`src/design/cnp_pkg.sv`:
```
// ----------------------------------------------------------------------------
// cnp_pkg
// Types, constants and saturating arithmetic helpers for the numeral parser.
// ----------------------------------------------------------------------------
`timescale 1ns / 1ps
`default_nettype none

package cnp_pkg;

  localparam int unsigned CodeW  = 16;
  localparam int unsigned ValueW = 64;
  localparam int unsigned DigitW = 4;

  localparam logic [ValueW-1:0] AllOnes = {ValueW{1'b1}};

  localparam logic [ValueW-1:0] KTen      = 64'd10;
  localparam logic [ValueW-1:0] KHundred  = 64'd100;
  localparam logic [ValueW-1:0] KThousand = 64'd1000;
  localparam logic [ValueW-1:0] KWan      = 64'd10000;
  localparam logic [ValueW-1:0] KYi       = 64'd100000000;

  localparam logic [ValueW-1:0] LimTen      = AllOnes / KTen;
  localparam logic [ValueW-1:0] LimHundred  = AllOnes / KHundred;
  localparam logic [ValueW-1:0] LimThousand = AllOnes / KThousand;
  localparam logic [ValueW-1:0] LimWan      = AllOnes / KWan;
  localparam logic [ValueW-1:0] LimYi       = AllOnes / KYi;

  typedef enum logic [2:0] {
    KIND_BAD,
    KIND_DIGIT,
    KIND_SMALL,
    KIND_WAN,
    KIND_YI
  } kind_e;

  typedef enum logic [2:0] {
    UNIT_TEN,
    UNIT_HUNDRED,
    UNIT_THOUSAND,
    UNIT_WAN,
    UNIT_YI
  } unit_e;

  typedef struct packed {
    kind_e             kind;
    logic [DigitW-1:0] digit;
    unit_e             unit;
    logic              last;
  } cls_t;

  typedef struct packed {
    logic              ovf;
    logic [ValueW-1:0] val;
  } sat_t;

  typedef struct packed {
    logic [ValueW-1:0] pend;
    logic [ValueW-1:0] part;
    logic [ValueW-1:0] high;
    logic              err;
    logic              ovf;
  } acc_t;

  function automatic sat_t add_sat(input logic [ValueW-1:0] a, input logic [ValueW-1:0] b);
    logic [ValueW:0] sum;
    sat_t            r;
    sum   = {1'b0, a} + {1'b0, b};
    r.ovf = sum[ValueW];
    r.val = sum[ValueW] ? AllOnes : sum[ValueW-1:0];
    return r;
  endfunction

  function automatic sat_t mul_sat(input logic [ValueW-1:0] a, input unit_e u);
    logic [ValueW-1:0] lim;
    logic [ValueW-1:0] prod;
    sat_t              r;
    unique case (u)
      UNIT_TEN: begin
        lim  = LimTen;
        prod = a * KTen;
      end
      UNIT_HUNDRED: begin
        lim  = LimHundred;
        prod = a * KHundred;
      end
      UNIT_THOUSAND: begin
        lim  = LimThousand;
        prod = a * KThousand;
      end
      UNIT_WAN: begin
        lim  = LimWan;
        prod = a * KWan;
      end
      UNIT_YI: begin
        lim  = LimYi;
        prod = a * KYi;
      end
      default: begin
        lim  = AllOnes;
        prod = a;
      end
    endcase
    r.ovf = a > lim;
    r.val = r.ovf ? AllOnes : prod;
    return r;
  endfunction

endpackage

`default_nettype wire

```
`src/design/cnp_front.sv`:
```
// ----------------------------------------------------------------------------
// cnp_front
// Accepts characters and classifies each into kind, digit and unit.
// ----------------------------------------------------------------------------
`timescale 1ns / 1ps
`default_nettype none

module cnp_front
  import cnp_pkg::*;
(
  input  logic             in_valid_i,
  output logic             in_ready_o,
  input  logic [CodeW-1:0] code_point_i,
  input  logic             last_char_i,
  input  logic             q_full_i,
  output logic             push_o,
  output cls_t             cls_o
);

  always_comb begin
    cls_o.kind  = KIND_DIGIT;
    cls_o.digit = '0;
    cls_o.unit  = UNIT_TEN;
    cls_o.last  = last_char_i;
    unique case (code_point_i)
      16'h96F6:          cls_o.digit = 4'd0;
      16'h4E00, 16'h58F9: cls_o.digit = 4'd1;
      16'h4E8C, 16'h8D30: cls_o.digit = 4'd2;
      16'h4E09, 16'h53C1: cls_o.digit = 4'd3;
      16'h56DB, 16'h8086: cls_o.digit = 4'd4;
      16'h4E94, 16'h4F0D: cls_o.digit = 4'd5;
      16'h516D, 16'h9646: cls_o.digit = 4'd6;
      16'h4E03, 16'h67D2: cls_o.digit = 4'd7;
      16'h516B, 16'h634C: cls_o.digit = 4'd8;
      16'h4E5D, 16'h7396: cls_o.digit = 4'd9;
      16'h5341, 16'h62FE: begin
        cls_o.kind = KIND_SMALL;
        cls_o.unit = UNIT_TEN;
      end
      16'h767E, 16'h4F70: begin
        cls_o.kind = KIND_SMALL;
        cls_o.unit = UNIT_HUNDRED;
      end
      16'h5343, 16'h4EDF: begin
        cls_o.kind = KIND_SMALL;
        cls_o.unit = UNIT_THOUSAND;
      end
      16'h4E07, 16'h842C: begin
        cls_o.kind = KIND_WAN;
        cls_o.unit = UNIT_WAN;
      end
      16'h4EBF, 16'h5104: begin
        cls_o.kind = KIND_YI;
        cls_o.unit = UNIT_YI;
      end
      default:           cls_o.kind = KIND_BAD;
    endcase
  end

  assign in_ready_o = !q_full_i;
  assign push_o     = in_valid_i && !q_full_i;

endmodule

`default_nettype wire

```
`config.mk`:
```
export PLATFORM = sky130hd
export DESIGN_NAME = cnp_front
export DESIGN_NICKNAME = d
export VERILOG_FILES = /design/src/design/cnp_pkg.sv /design/src/design/cnp_front.sv
export SDC_FILE = /design/constraint.sdc
export NUM_CORES = 1
export LEC_CHECK = 0
export BUFFER_PORTS_ARGS = -buffer_cell sky130_fd_sc_hd__clkbuf_2
export CORE_UTILIZATION = 45
export DETAILED_ROUTE_END_ITERATION = 10
export PLACE_DENSITY = 0.77
export SLEW_MARGIN = 20
export SYNTH_ARGS = -nofsm -noshare
export SYNTH_HDL_FRONTEND = slang
export SYNTH_SLANG_ARGS = --single-unit
```
`constraint.sdc`:
```
create_clock -name vclk -period 4.2
set_input_delay 0.42 -clock vclk [all_inputs]
set_output_delay 0.42 -clock vclk [all_outputs]
set_load 0.005 [all_outputs]
```
==> results.txt <==
For the pin with the worst max-slew slack, the measured transition is 650 ps. The first detailed-routing pass took 4 iterations. In this run the tightest slew margin relative to its limit is 0.561. The fraction of power consumed by sequential logic came out at 0. The placed instances occupy a cell area of 1070 µm². Dividing the detail-routed wire length by the instance count gives 18.5 µm. 32 I/O pins were placed. Setup violations remaining at the end of the flow were counted as 0. The startpoint kind of the worst setup timing path is an input port. Averaged over all synthesized cells, the footprint is 7.47 µm². The instance count of the mapped netlist is 131. The count of antenna diodes in the layout came out at 0. After synthesis the cells add up to 978 µm². The DRC marker count from the first detailed-route iteration is 109. The wire length of the first global-routing pass is 5.53 mm.

The critical path data arrival time came out at 2170 ps. The quantity of gates resized following cts came out at 0. The switching share of power is 0.649. The number of nets in the synthesized netlist is 150. The global placer's final weighted congestion came out at 1.03. The switching power total is 0.0385 mW.

The detailed-placement wirelength estimate came out at 2.40 mm. The post-cts hold buffer count came out at 0. The number of remaining DRC errors is 0. There are 0 flip-flops and latches. The worst hold path belongs to the class in2out. The final count of hold timing violations is 0. In this run the standard cell core region covers 2000 µm². After clock tree synthesis, the setup repair step added 0 buffers. The number of global-route vias before repair is 1114. The total number of placement rows is 16.

STA classifies the critical path endpoint as an output pin. The worst setup path is of the in2out kind. The final net count came out at 169. The horizontal extent of the die came out at 48.6 µm. The number of max-slew violations in the final report came out at 0. After global routing the overflow that remains totals 0.

The final total power is 0.0594 mW. Power spread over the standard cell area amounts to 55.6 nW/µm². The fraction of the yosys area taken by sequential cells is 0. The number of warnings printed during yosys synthesis is 0. The die is 48.6 µm tall.

The starting density of the core is 0.489. The via count is 1283. The worst-case vdd ir drop is 0.0497 mV. The leakage dissipation came out at 0.386 nW. The share of final-layout standard cells stronger than drive strength 1 came out at 0.351. The area enclosed by the die boundary is 2360 µm². The count of cell types in the netlist is 46. The clock share of power came out at 0. The number of antenna violations at the first check in global routing came out at 0. The run finished with clean final reports. The final design instance area without fill is 1070 µm².

The number of maximum-capacitance constraint violations came out at 0. The required arrival time at the worst endpoint is 3780 ps. The share of the clock period used by the worst path after layout is 0.618.

In the global route stage, overall resource usage came out at 0.284. The via-per-instance ratio is 7.33. The sequential standard cell area came out at 0 µm². The count of fill cells added during filler insertion is 195. The multi-input combinational cell area came out at 858 µm². Of the total power, combinational logic draws 1.000. Setup repair after global routing left no endpoint under its margin. For the final routed database, the setup TNS stands at 0 ps. The largest driver fanout on the critical path is 12. Compared with the post-synthesis result, the final layout area differs by 9.21%. Timing would allow up to 0.386 GHz. The post-detailed-route count of antenna-violating nets came out at 0.

The pin count of the biggest net entering global routing came out at 17. The final critical path time including I/O delays and setup is 2590 ps. The count of clock-net buffers in the final layout came out at 0.

Summed over all layers, the routed wires come to 3.24 mm. The internal power is 0.0209 mW. The number of port buffers is 30.
cell families after synthesis:
logic type | Yosys count | synth area share
and+or+nand+nor | 98 | 0.756
buffers and inverters | 19 | 0.123
AOI/OAI and AO/OA | 14 | 0.121
cell usage after synthesis, types with 2 or more instances:
library cell	n	area, µm²
sky130_fd_sc_hd__inv_1	5	18.8
sky130_fd_sc_hd__clkbuf_1	6	22.5
sky130_fd_sc_hd__and4bb_2	8	100
sky130_fd_sc_hd__nand3_1	5	25.0
sky130_fd_sc_hd__and4_1	2	17.5
sky130_fd_sc_hd__nor3_1	3	15.0
sky130_fd_sc_hd__a21oi_1	2	10.0
sky130_fd_sc_hd__nand2b_1	2	12.5
sky130_fd_sc_hd__nand4b_1	5	43.8
sky130_fd_sc_hd__o21ai_0	2	10.0
sky130_fd_sc_hd__nor2b_1	8	50.1
sky130_fd_sc_hd__o32ai_1	2	17.5
sky130_fd_sc_hd__nor2_1	6	22.5
sky130_fd_sc_hd__nor4bb_1	2	20.0
sky130_fd_sc_hd__or4b_1	4	40.0
sky130_fd_sc_hd__nand4_1	18	113
sky130_fd_sc_hd__nand2_1	10	37.5
sky130_fd_sc_hd__and4b_2	3	33.8
sky130_fd_sc_hd__and4b_1	3	30.0
sky130_fd_sc_hd__nor4_1	3	18.8
sky130_fd_sc_hd__buf_4	3	22.5
sky130_fd_sc_hd__and2_1	2	12.5
sky130_fd_sc_hd__buf_6	3	33.8
sky130_fd_sc_hd__nor4b_1	2	17.5
cell type report:
class / count / share of cell area
well taps: 27 / 0.0316
repair buffers: 31 / 0.148
multi-input cells: 112 / 0.803
inverters: 5 / 0.0176
critical path, cell delays in order:
cell	delay, ps
sky130_fd_sc_hd__clkbuf_2	250
sky130_fd_sc_hd__or4bb_1	580
sky130_fd_sc_hd__or4_4	560
sky130_fd_sc_hd__nand4_2	110
sky130_fd_sc_hd__nor2_2	40
sky130_fd_sc_hd__nand4_1	90
sky130_fd_sc_hd__clkbuf_2	110
placed cells by master, fill, tap and decap left out, drive strengths merged, types with 2 or more instances in the layout:
master,netlist,routed
a21oi,2,2
and2,2,2
and4,2,2
and4b,6,6
and4bb,9,9
clkbuf,7,30
inv,5,5
nand2,10,10
nand2b,2,2
nand3,5,5
nand4,19,19
nand4b,5,5
nor2,7,7
nor2b,8,8
nor3,3,3
nor4,5,5
nor4b,3,3
nor4bb,2,2
o21ai,2,2
o32ai,3,3
or4b,4,4
layer usage:
layer	part of all wire	track usage
met1	0.38	0.384
met2	0.47	0.484
met3	0.13	0.0220
met4	0.023	0.0637
met5	0	0
path summary, 6_finish.rpt:
check,cells after the start,slack (ps),from,endpoint
hold / removal,0,840,last_char_i,cls_o[0]
setup / recovery,7,1610,code_point_i[7],cls_o[8]
power by group through the flow:
stage	clock (mW)	combinational (mW)	sequential [mW]
3_5_place_dp	0	0.0569	0
2_1_floorplan	0	0.0397	0
4_1_cts	0	0.0570	0
6_report	0	0.0594	0
3_3_place_gp	0	0.0558	0
5_1_grt	0	0.0635	0
stage by stage:
| stage | worst slack, ps | utilization | hold slack (ps) | std cells |
|---|---|---|---|---|
| 2_1_floorplan | 2020 | - | 867 | 131 |
| 3_3_place_gp | 1640 | 0.534 | 840 | 175 |
| 3_5_place_dp | 1620 | 0.534 | 840 | 175 |
| 4_1_cts | 1620 | 0.534 | 840 | 175 |
| 5_1_grt | 1480 | 0.534 | 840 | 175 |
| 6_report | 1610 | 0.534 | 840 | 175 |
Note: power is estimated with default switching activity, not from simulation.
