===== config.mk =====
export PLATFORM = sky130hd
export DESIGN_NAME = cnp_queue
export DESIGN_NICKNAME = d
export VERILOG_FILES = /design/src/design/cnp_pkg.sv /design/src/design/cnp_queue.sv
export SDC_FILE = /design/constraint.sdc
export NUM_CORES = 1
export LEC_CHECK = 0
export BUFFER_PORTS_ARGS = -buffer_cell sky130_fd_sc_hd__buf_4
export CAP_MARGIN = 20
export CORE_MARGIN = 3
export CORE_UTILIZATION = 53
export DETAILED_ROUTE_END_ITERATION = 6
export GPL_TIMING_DRIVEN = 0
export PLACE_DENSITY = 0.81
export SYNTH_ARGS = -nofsm -noshare
export SYNTH_HDL_FRONTEND = slang
export SYNTH_SLANG_ARGS = --single-unit

===== constraint.sdc =====
create_clock -name clk_i -period 2.5 [get_ports clk_i]
set_input_delay 0.125 -clock clk_i [delete_from_list [all_inputs] [get_ports clk_i]]
set_output_delay 0.125 -clock clk_i [all_outputs]
set_load 0.005 [all_outputs]

===== src/design/cnp_pkg.sv =====
// ----------------------------------------------------------------------------
// cnp_pkg
// Types, constants and saturating arithmetic helpers for the numeral parser.
// ----------------------------------------------------------------------------
`timescale 1ns / 1ps
`default_nettype none

package cnp_pkg;

  localparam int unsigned CodeW  = 16;
  localparam int unsigned ValueW = 64;
  localparam int unsigned DigitW = 4;

  localparam logic [ValueW-1:0] AllOnes = {ValueW{1'b1}};

  localparam logic [ValueW-1:0] KTen      = 64'd10;
  localparam logic [ValueW-1:0] KHundred  = 64'd100;
  localparam logic [ValueW-1:0] KThousand = 64'd1000;
  localparam logic [ValueW-1:0] KWan      = 64'd10000;
  localparam logic [ValueW-1:0] KYi       = 64'd100000000;

  localparam logic [ValueW-1:0] LimTen      = AllOnes / KTen;
  localparam logic [ValueW-1:0] LimHundred  = AllOnes / KHundred;
  localparam logic [ValueW-1:0] LimThousand = AllOnes / KThousand;
  localparam logic [ValueW-1:0] LimWan      = AllOnes / KWan;
  localparam logic [ValueW-1:0] LimYi       = AllOnes / KYi;

  typedef enum logic [2:0] {
    KIND_BAD,
    KIND_DIGIT,
    KIND_SMALL,
    KIND_WAN,
    KIND_YI
  } kind_e;

  typedef enum logic [2:0] {
    UNIT_TEN,
    UNIT_HUNDRED,
    UNIT_THOUSAND,
    UNIT_WAN,
    UNIT_YI
  } unit_e;

  typedef struct packed {
    kind_e             kind;
    logic [DigitW-1:0] digit;
    unit_e             unit;
    logic              last;
  } cls_t;

  typedef struct packed {
    logic              ovf;
    logic [ValueW-1:0] val;
  } sat_t;

  typedef struct packed {
    logic [ValueW-1:0] pend;
    logic [ValueW-1:0] part;
    logic [ValueW-1:0] high;
    logic              err;
    logic              ovf;
  } acc_t;

  function automatic sat_t add_sat(input logic [ValueW-1:0] a, input logic [ValueW-1:0] b);
    logic [ValueW:0] sum;
    sat_t            r;
    sum   = {1'b0, a} + {1'b0, b};
    r.ovf = sum[ValueW];
    r.val = sum[ValueW] ? AllOnes : sum[ValueW-1:0];
    return r;
  endfunction

  function automatic sat_t mul_sat(input logic [ValueW-1:0] a, input unit_e u);
    logic [ValueW-1:0] lim;
    logic [ValueW-1:0] prod;
    sat_t              r;
    unique case (u)
      UNIT_TEN: begin
        lim  = LimTen;
        prod = a * KTen;
      end
      UNIT_HUNDRED: begin
        lim  = LimHundred;
        prod = a * KHundred;
      end
      UNIT_THOUSAND: begin
        lim  = LimThousand;
        prod = a * KThousand;
      end
      UNIT_WAN: begin
        lim  = LimWan;
        prod = a * KWan;
      end
      UNIT_YI: begin
        lim  = LimYi;
        prod = a * KYi;
      end
      default: begin
        lim  = AllOnes;
        prod = a;
      end
    endcase
    r.ovf = a > lim;
    r.val = r.ovf ? AllOnes : prod;
    return r;
  endfunction

endpackage

`default_nettype wire


===== src/design/cnp_queue.sv =====
// ----------------------------------------------------------------------------
// cnp_queue
// Two-entry queue of classified characters between front and back.
// ----------------------------------------------------------------------------
`timescale 1ns / 1ps
`default_nettype none

module cnp_queue
  import cnp_pkg::*;
(
  input  logic clk_i,
  input  logic rst_ni,
  input  logic push_i,
  input  cls_t push_data_i,
  output logic full_o,
  input  logic pop_i,
  output logic valid_o,
  output cls_t pop_data_o
);

  cls_t       mem_q [2];
  logic       wr_ptr_q, wr_ptr_d;
  logic       rd_ptr_q, rd_ptr_d;
  logic [1:0] cnt_q, cnt_d;

  always_comb begin
    wr_ptr_d = push_i ? !wr_ptr_q : wr_ptr_q;
    rd_ptr_d = pop_i ? !rd_ptr_q : rd_ptr_q;
    cnt_d    = cnt_q + 2'(push_i) - 2'(pop_i);
  end

  always_ff @(posedge clk_i or negedge rst_ni) begin
    if (!rst_ni) begin
      wr_ptr_q <= 1'b0;
      rd_ptr_q <= 1'b0;
      cnt_q    <= '0;
    end else begin
      wr_ptr_q <= wr_ptr_d;
      rd_ptr_q <= rd_ptr_d;
      cnt_q    <= cnt_d;
    end
  end

  always_ff @(posedge clk_i) begin
    if (push_i) begin
      mem_q[wr_ptr_q] <= push_data_i;
    end
  end

  assign full_o     = cnt_q[1];
  assign valid_o    = cnt_q != 2'd0;
  assign pop_data_o = mem_q[rd_ptr_q];

endmodule

`default_nettype wire


==> flow_summary.json, run 1 <==
{
  "area_growth_pct": 41.7,
  "numCtsBuffers": 3,
  "placedCellCount": 100,
  "avgViaCountPerCell": 4.72,
  "clkTransAtPathRegs_ns": 0.14,
  "grt_pass1_vias": 582,
  "core-area_um2": 1760,
  "timing.rr.end": "mem_q[0][4]",
  "setup-violations-final": 0,
  "synth-seq-cells": 26,
  "synth_area_leaders": "edfxtp_1, mux2_4, dfrtp_1",
  "io_buffers": 27,
  "cp-startpoint": "push_i",
  "yosysSeqAreaShare_pct": 74.4,
  "powerDensity_nw_per_um2": 972,
  "final_max_slew_viol_count": 0,
  "nets": 111,
  "synth_area_per_cell_um2": 21.3,
  "cap_violations": 0,
  "start_kind": "input pin",
  "drtAntennaViolNets": 0,
  "leakage_nw": 0.614,
  "fillCellCount": 115,
  "ios": 28,
  "synth_cell_types": 12,
  "layout_commonest_cell": "buf_4",
  "max_freq_ghz": 0.621,
  "drive_gt1_share_pct": 47.3,
  "cts_buffer_depth": 2,
  "internal_power_w": 0.00107,
  "slew_headroom_pct": 34.4,
  "pwr-share-comb_pct": 35.3,
  "grt_antenna_before_repair": 0,
  "worstSetupEndpointType": "register",
  "grt_first_pass_wirelength_um": 2760,
  "path_class": "input pin to register",
  "syn_area_um2": 1020,
  "rows": 15,
  "pwr-share-seq_pct": 44.9,
  "wl_um": 1630,
  "period_share_pct": 64.4,
  "cts_tree": "yes",
  "htree_num_levels": 1,
  "clkPwrFrac_pct": 19.8,
  "rsz0062_at_grt": "false",
  "path_max_fanout": 11,
  "setup_slack_ns": 0.889,
  "die_x_um": 49.9,
  "path_cells": "dlygate4sd3_1 > buf_4 > nor2b_1",
  "hold_ws_ns": 0.137,
  "dp_slack_ns": 0.923,
  "drc_errors": 0,
  "drtIter0Drc": 12,
  "initial_core_util_pct": 57.9,
  "worstMarginPinSlew_ns": 0.982,
  "rrSetupSlack_ns": 0.92,
  "cts.sinks": 26,
  "syn_inst": 48,
  "slowest_stage": "nor2b_1",
  "synthesis.yosys.warnings": 0,
  "switchingPower_w": 0.000341,
  "grt_max_degree": 16,
  "dp_hpwl_um": 1000,
  "dieHeight_um": 49.9,
  "period_minus_slack_ns": 1.61,
  "cp_num_buf_inv": 2,
  "clock_latency_ns": 0.31,
  "fin_cells": 118,
  "grtUsageTotal_pct": 15.3,
  "synth.top_cell.area_share_pct": 64.6,
  "arrival_ns": 1.56,
  "finalSetupTns_ns": 0,
  "syn-num-nets": 65,
  "die-area_um2": 2490,
  "cp-endpoint": "mem_q[0][4]",
  "dr.pass1.iters": 4,
  "irDropWorstVdd_v": 0.000782,
  "mostFrequentLayoutCells": "buf_4, edfxtp_1, dlygate4sd3_1",
  "cp.required_ns": 2.44,
  "finalHoldViolCount": 0,
  "vias": 557,
  "switching_share_pct": 24.2,
  "antenna_cells": 0,
  "wire_per_inst_um": 13.8,
  "grt_overflow": 0,
  "max_stage_delay_ns": 0.78,
  "synth_area_leader_cell": "edfxtp_1",
  "status": "finished clean",
  "cts-root-buf": "clkbuf_4",
  "clock_skew_ns": 0.0110,
  "cp_num_cells": 3,
  "path_delay_family": "simple AND/OR/NAND/NOR gates",
  "cts_resized": 0,
  "reg2reg_depth": 1,
  "reg2reg_from": "wr_ptr_q",
  "gp_congestion": 0.617,
  "hp-class": "input pin to asynchronous set/reset pin"
}
==> stage by stage <==
stage,utilization (%),cell area (um^2),power [W]
floorplan,-,1020,0.000922
global route,82.1,1450,0.00148
finish,82.1,1450,0.00141
CTS,82.1,1450,0.00141
detailed placement,71.2,1260,0.00113
global placement,71.2,1260,0.00111
==> layer usage <==
layer / vias up / global-route usage (%) / part of all wire [%] / wire length, um
met2: 19 / 29.5 / 56 / 920
li1: 272 / - / - / -
met1: 266 / 17.0 / 40 / 646
met5: - / 0 / 0 / 0
met3: 0 / 1.81 / 3.7 / 61
met4: 0 / 5.53 / 0 / 0
==> Yosys cell counts <==
library cell / n
buf_6: 1
inv_1: 2
and2_1: 1
nor2b_1: 1
dfrtp_1: 4
edfxtp_1: 22
ha_1: 2
xor2_1: 2
xor3_1: 1
mux2_2: 2
mux2_4: 9
or2_2: 1
==> power by group through the flow <==
stage                     clock (W)  sequential (W)  combinational (W)
after floorplan                   0        0.000630           0.000293
after global placement            0        0.000635           0.000475
after detailed placement          0        0.000640           0.000485
after CTS                  0.000280        0.000630           0.000503
after global routing       0.000301        0.000643           0.000540
final                      0.000279        0.000632           0.000498
==> flip-flops by register name, indices dropped and copies added, names as in the netlist <==
| register | flops |
|---|---|
| rd_ptr_q | 1 |
| mem_q | 22 |
| cnt_q | 2 |
| wr_ptr_q | 1 |
==> what timing repair did <==
| item | CTS | global route |
|---|---|---|
| hold buffers | 14 | 0 |
| setup buffers | 0 | 0 |
| hold endpoints to repair | 28 | 0 |
==> how the worst min path moves through the flow <==
stage | startpoint | endpoint | cells past startpoint | slack (ns)
2_1_floorplan | rst_ni | cnt_q[0] | 0 | -0.17
3_3_place_gp | rst_ni | wr_ptr_q | 1 | -0.08
3_5_place_dp | rst_ni | wr_ptr_q | 1 | -0.07
4_1_cts | rst_ni | wr_ptr_q | 2 | 0.11
5_1_grt | rst_ni | wr_ptr_q | 2 | 0.13
6_report | rst_ni | wr_ptr_q | 2 | 0.14
==> cell type report <==
class,instances,area (um^2),area share [%]
multi-input cells,19,243,16.8
plain buffers,1,11.3,0.777
repair buffers,41,343,23.7
inverters,2,7.51,0.518
clock inverters,1,30.0,2.07
well taps,25,31.3,2.16
clock buffers,3,22.5,1.55
flip-flops and latches,26,761,52.5
==> logic make-up after synthesis <==
kind of cell	after synthesis	synth area share, %
adders and majority gates	2	2.45
buffers and inverters	3	1.84
muxes	11	15.4
xor gates and xnor gates	3	4.04
DFF	26	74.4
and+or+nand+nor	3	1.84
(Power assumes the default switching activity.)
==> run 2, diff against run 1 <==
- CORE_UTILIZATION: 53 -> 49
- PLACE_DENSITY: 0.81 -> 0.75
- clock period: 2.5 -> 1.7 ns (I/O delays scaled with it)
==> flow_summary.json, run 2 (synthesis gave the netlist of run 1 again) <==
{
  "fillCellCount": 118,
  "antenna_cells": 0,
  "fin_area_um2": 1430,
  "dr.pass1.iters": 4,
  "mostFrequentLayoutCells": "buf_4, edfxtp_1, dlygate4sd3_1",
  "drive_gt1_share_pct": 47.3,
  "multi_input_area_um2": 243,
  "nets": 111,
  "clock_latency_ns": 0.30,
  "clkTransAtPathRegs_ns": 0.13,
  "status": "finished clean",
  "grt_max_degree": 15,
  "layout_commonest_cell": "buf_4",
  "irDropWorstVdd_v": 0.000819,
  "wl_um": 1490,
  "finalHoldViolCount": 0,
  "cap_violations": 0,
  "period_share_pct": 92.3,
  "grt_first_pass_wirelength_um": 2480,
  "initial_core_util_pct": 55.6,
  "largest_register_ffs": 22,
  "max_freq_ghz": 0.637,
  "cts_buffer_depth": 2,
  "avgViaCountPerCell": 4.58,
  "path_delay_family": "simple AND/OR/NAND/NOR gates",
  "path_max_fanout": 11,
  "worstMarginPinSlew_ns": 0.995,
  "vias": 540,
  "core-area_um2": 1840,
  "dieHeight_um": 51.7,
  "leakage_nw": 0.607,
  "final_util_pct": 77.9,
  "cts_resized": 0,
  "clock_skew_ns": 0.00295,
  "hp-class": "input pin to asynchronous set/reset pin",
  "reg2reg_from": "wr_ptr_q",
  "setup_slack_ns": 0.130,
  "start_kind": "input pin",
  "arrival_ns": 1.51,
  "rsz0062_at_grt": "false",
  "gp_congestion": 0.673,
  "rows": 15,
  "grtUsageTotal_pct": 12.8,
  "die_x_um": 51.7,
  "grt_antenna_before_repair": 0,
  "register_area_um2": 761,
  "ios": 28,
  "path_class": "input pin to register",
  "grt_overflow": 0,
  "io_buffers": 27,
  "finalSetupTns_ns": 0,
  "die-area_um2": 2670,
  "drtAntennaViolNets": 0,
  "fin_cells": 118,
  "cts_tree": "yes",
  "placedCellCount": 100,
  "numCtsBuffers": 3,
  "slew_headroom_pct": 33.5,
  "grt_pass1_vias": 566,
  "top_regs": "mem_q (22), cnt_q (2)",
  "slowest_stage": "nor2b_1",
  "reg2reg_depth": 1,
  "place_area_um2": 1260,
  "path_cells": "dlygate4sd3_1 > buf_4 > nor2b_1",
  "powerDensity_nw_per_um2": 1360,
  "worstSetupEndpointType": "register",
  "rrSetupSlack_ns": 0.14,
  "largest_register": "mem_q",
  "area_growth_pct": 40.1,
  "cts.sinks": 26,
  "cp_num_buf_inv": 2,
  "final_max_slew_viol_count": 0,
  "wire_per_inst_um": 12.6,
  "cts-root-buf": "clkbuf_4",
  "dp_slack_ns": 0.121,
  "htree_num_levels": 1,
  "dp_hpwl_um": 1000,
  "setup-violations-final": 0,
  "max_stage_delay_ns": 0.78,
  "timing.rr.end": "mem_q[0][3]",
  "drc_errors": 0,
  "period_minus_slack_ns": 1.57,
  "cp_num_cells": 3,
  "cp.required_ns": 1.64,
  "drtIter0Drc": 3
}
## run 2: cell count changes in the layout (fill, tap and decap cells not counted)
cell	previous run	this run
bufinv_16	1	0
clkbuf_8	0	1
## run 2: timing repair
item,in CTS,in global routing
hold buffers,14,0
buffers inserted,0,0
endpoints found under the hold margin,28,0
## run 2: worst max-delay path by stage
stage / from / to
4_1_cts: push_i / mem_q[0][3]
6_report: push_i / mem_q[0][3]
3_3_place_gp: wr_ptr_q / mem_q[0][4]
2_1_floorplan: wr_ptr_q / mem_q[0][0]
5_1_grt: wr_ptr_q / mem_q[0][4]
3_5_place_dp: wr_ptr_q / mem_q[0][4]
## run 2: area by class of cell
class / count / share of cell area, %
inverters: 2 / 0.524
well taps: 25 / 2.18
flip-flops and latches: 26 / 53.1
multi-input cells: 19 / 16.9
plain buffers: 1 / 0.786
repair buffers: 41 / 23.9
clock buffers: 4 / 2.53
## run 2: report_power, final
group          switching (W)  internal [W]  total [W]
logic               0.000258      0.000467   0.000725
registers          0.0000616      0.000863   0.000924
clock network       0.000163      0.000131   0.000293
total               0.000483       0.00146    0.00194
## run 2: per-layer routing
layer	vias up	wire length, um	GRT usage (%)
li1	268	-	-
met1	257	591	14.6
met2	15	833	23.7
met3	0	63	2.87
met4	0	0	3.93
met5	-	0	0
## run 2: stage by stage
stage / hold WS (ns) / total power [W]
CTS: 0.0785 / 0.00197
finish: 0.0872 / 0.00194
detailed placement: -0.115 / 0.00166
global placement: -0.117 / 0.00164
floorplan: -0.211 / 0.00136
global route: 0.0812 / 0.00206
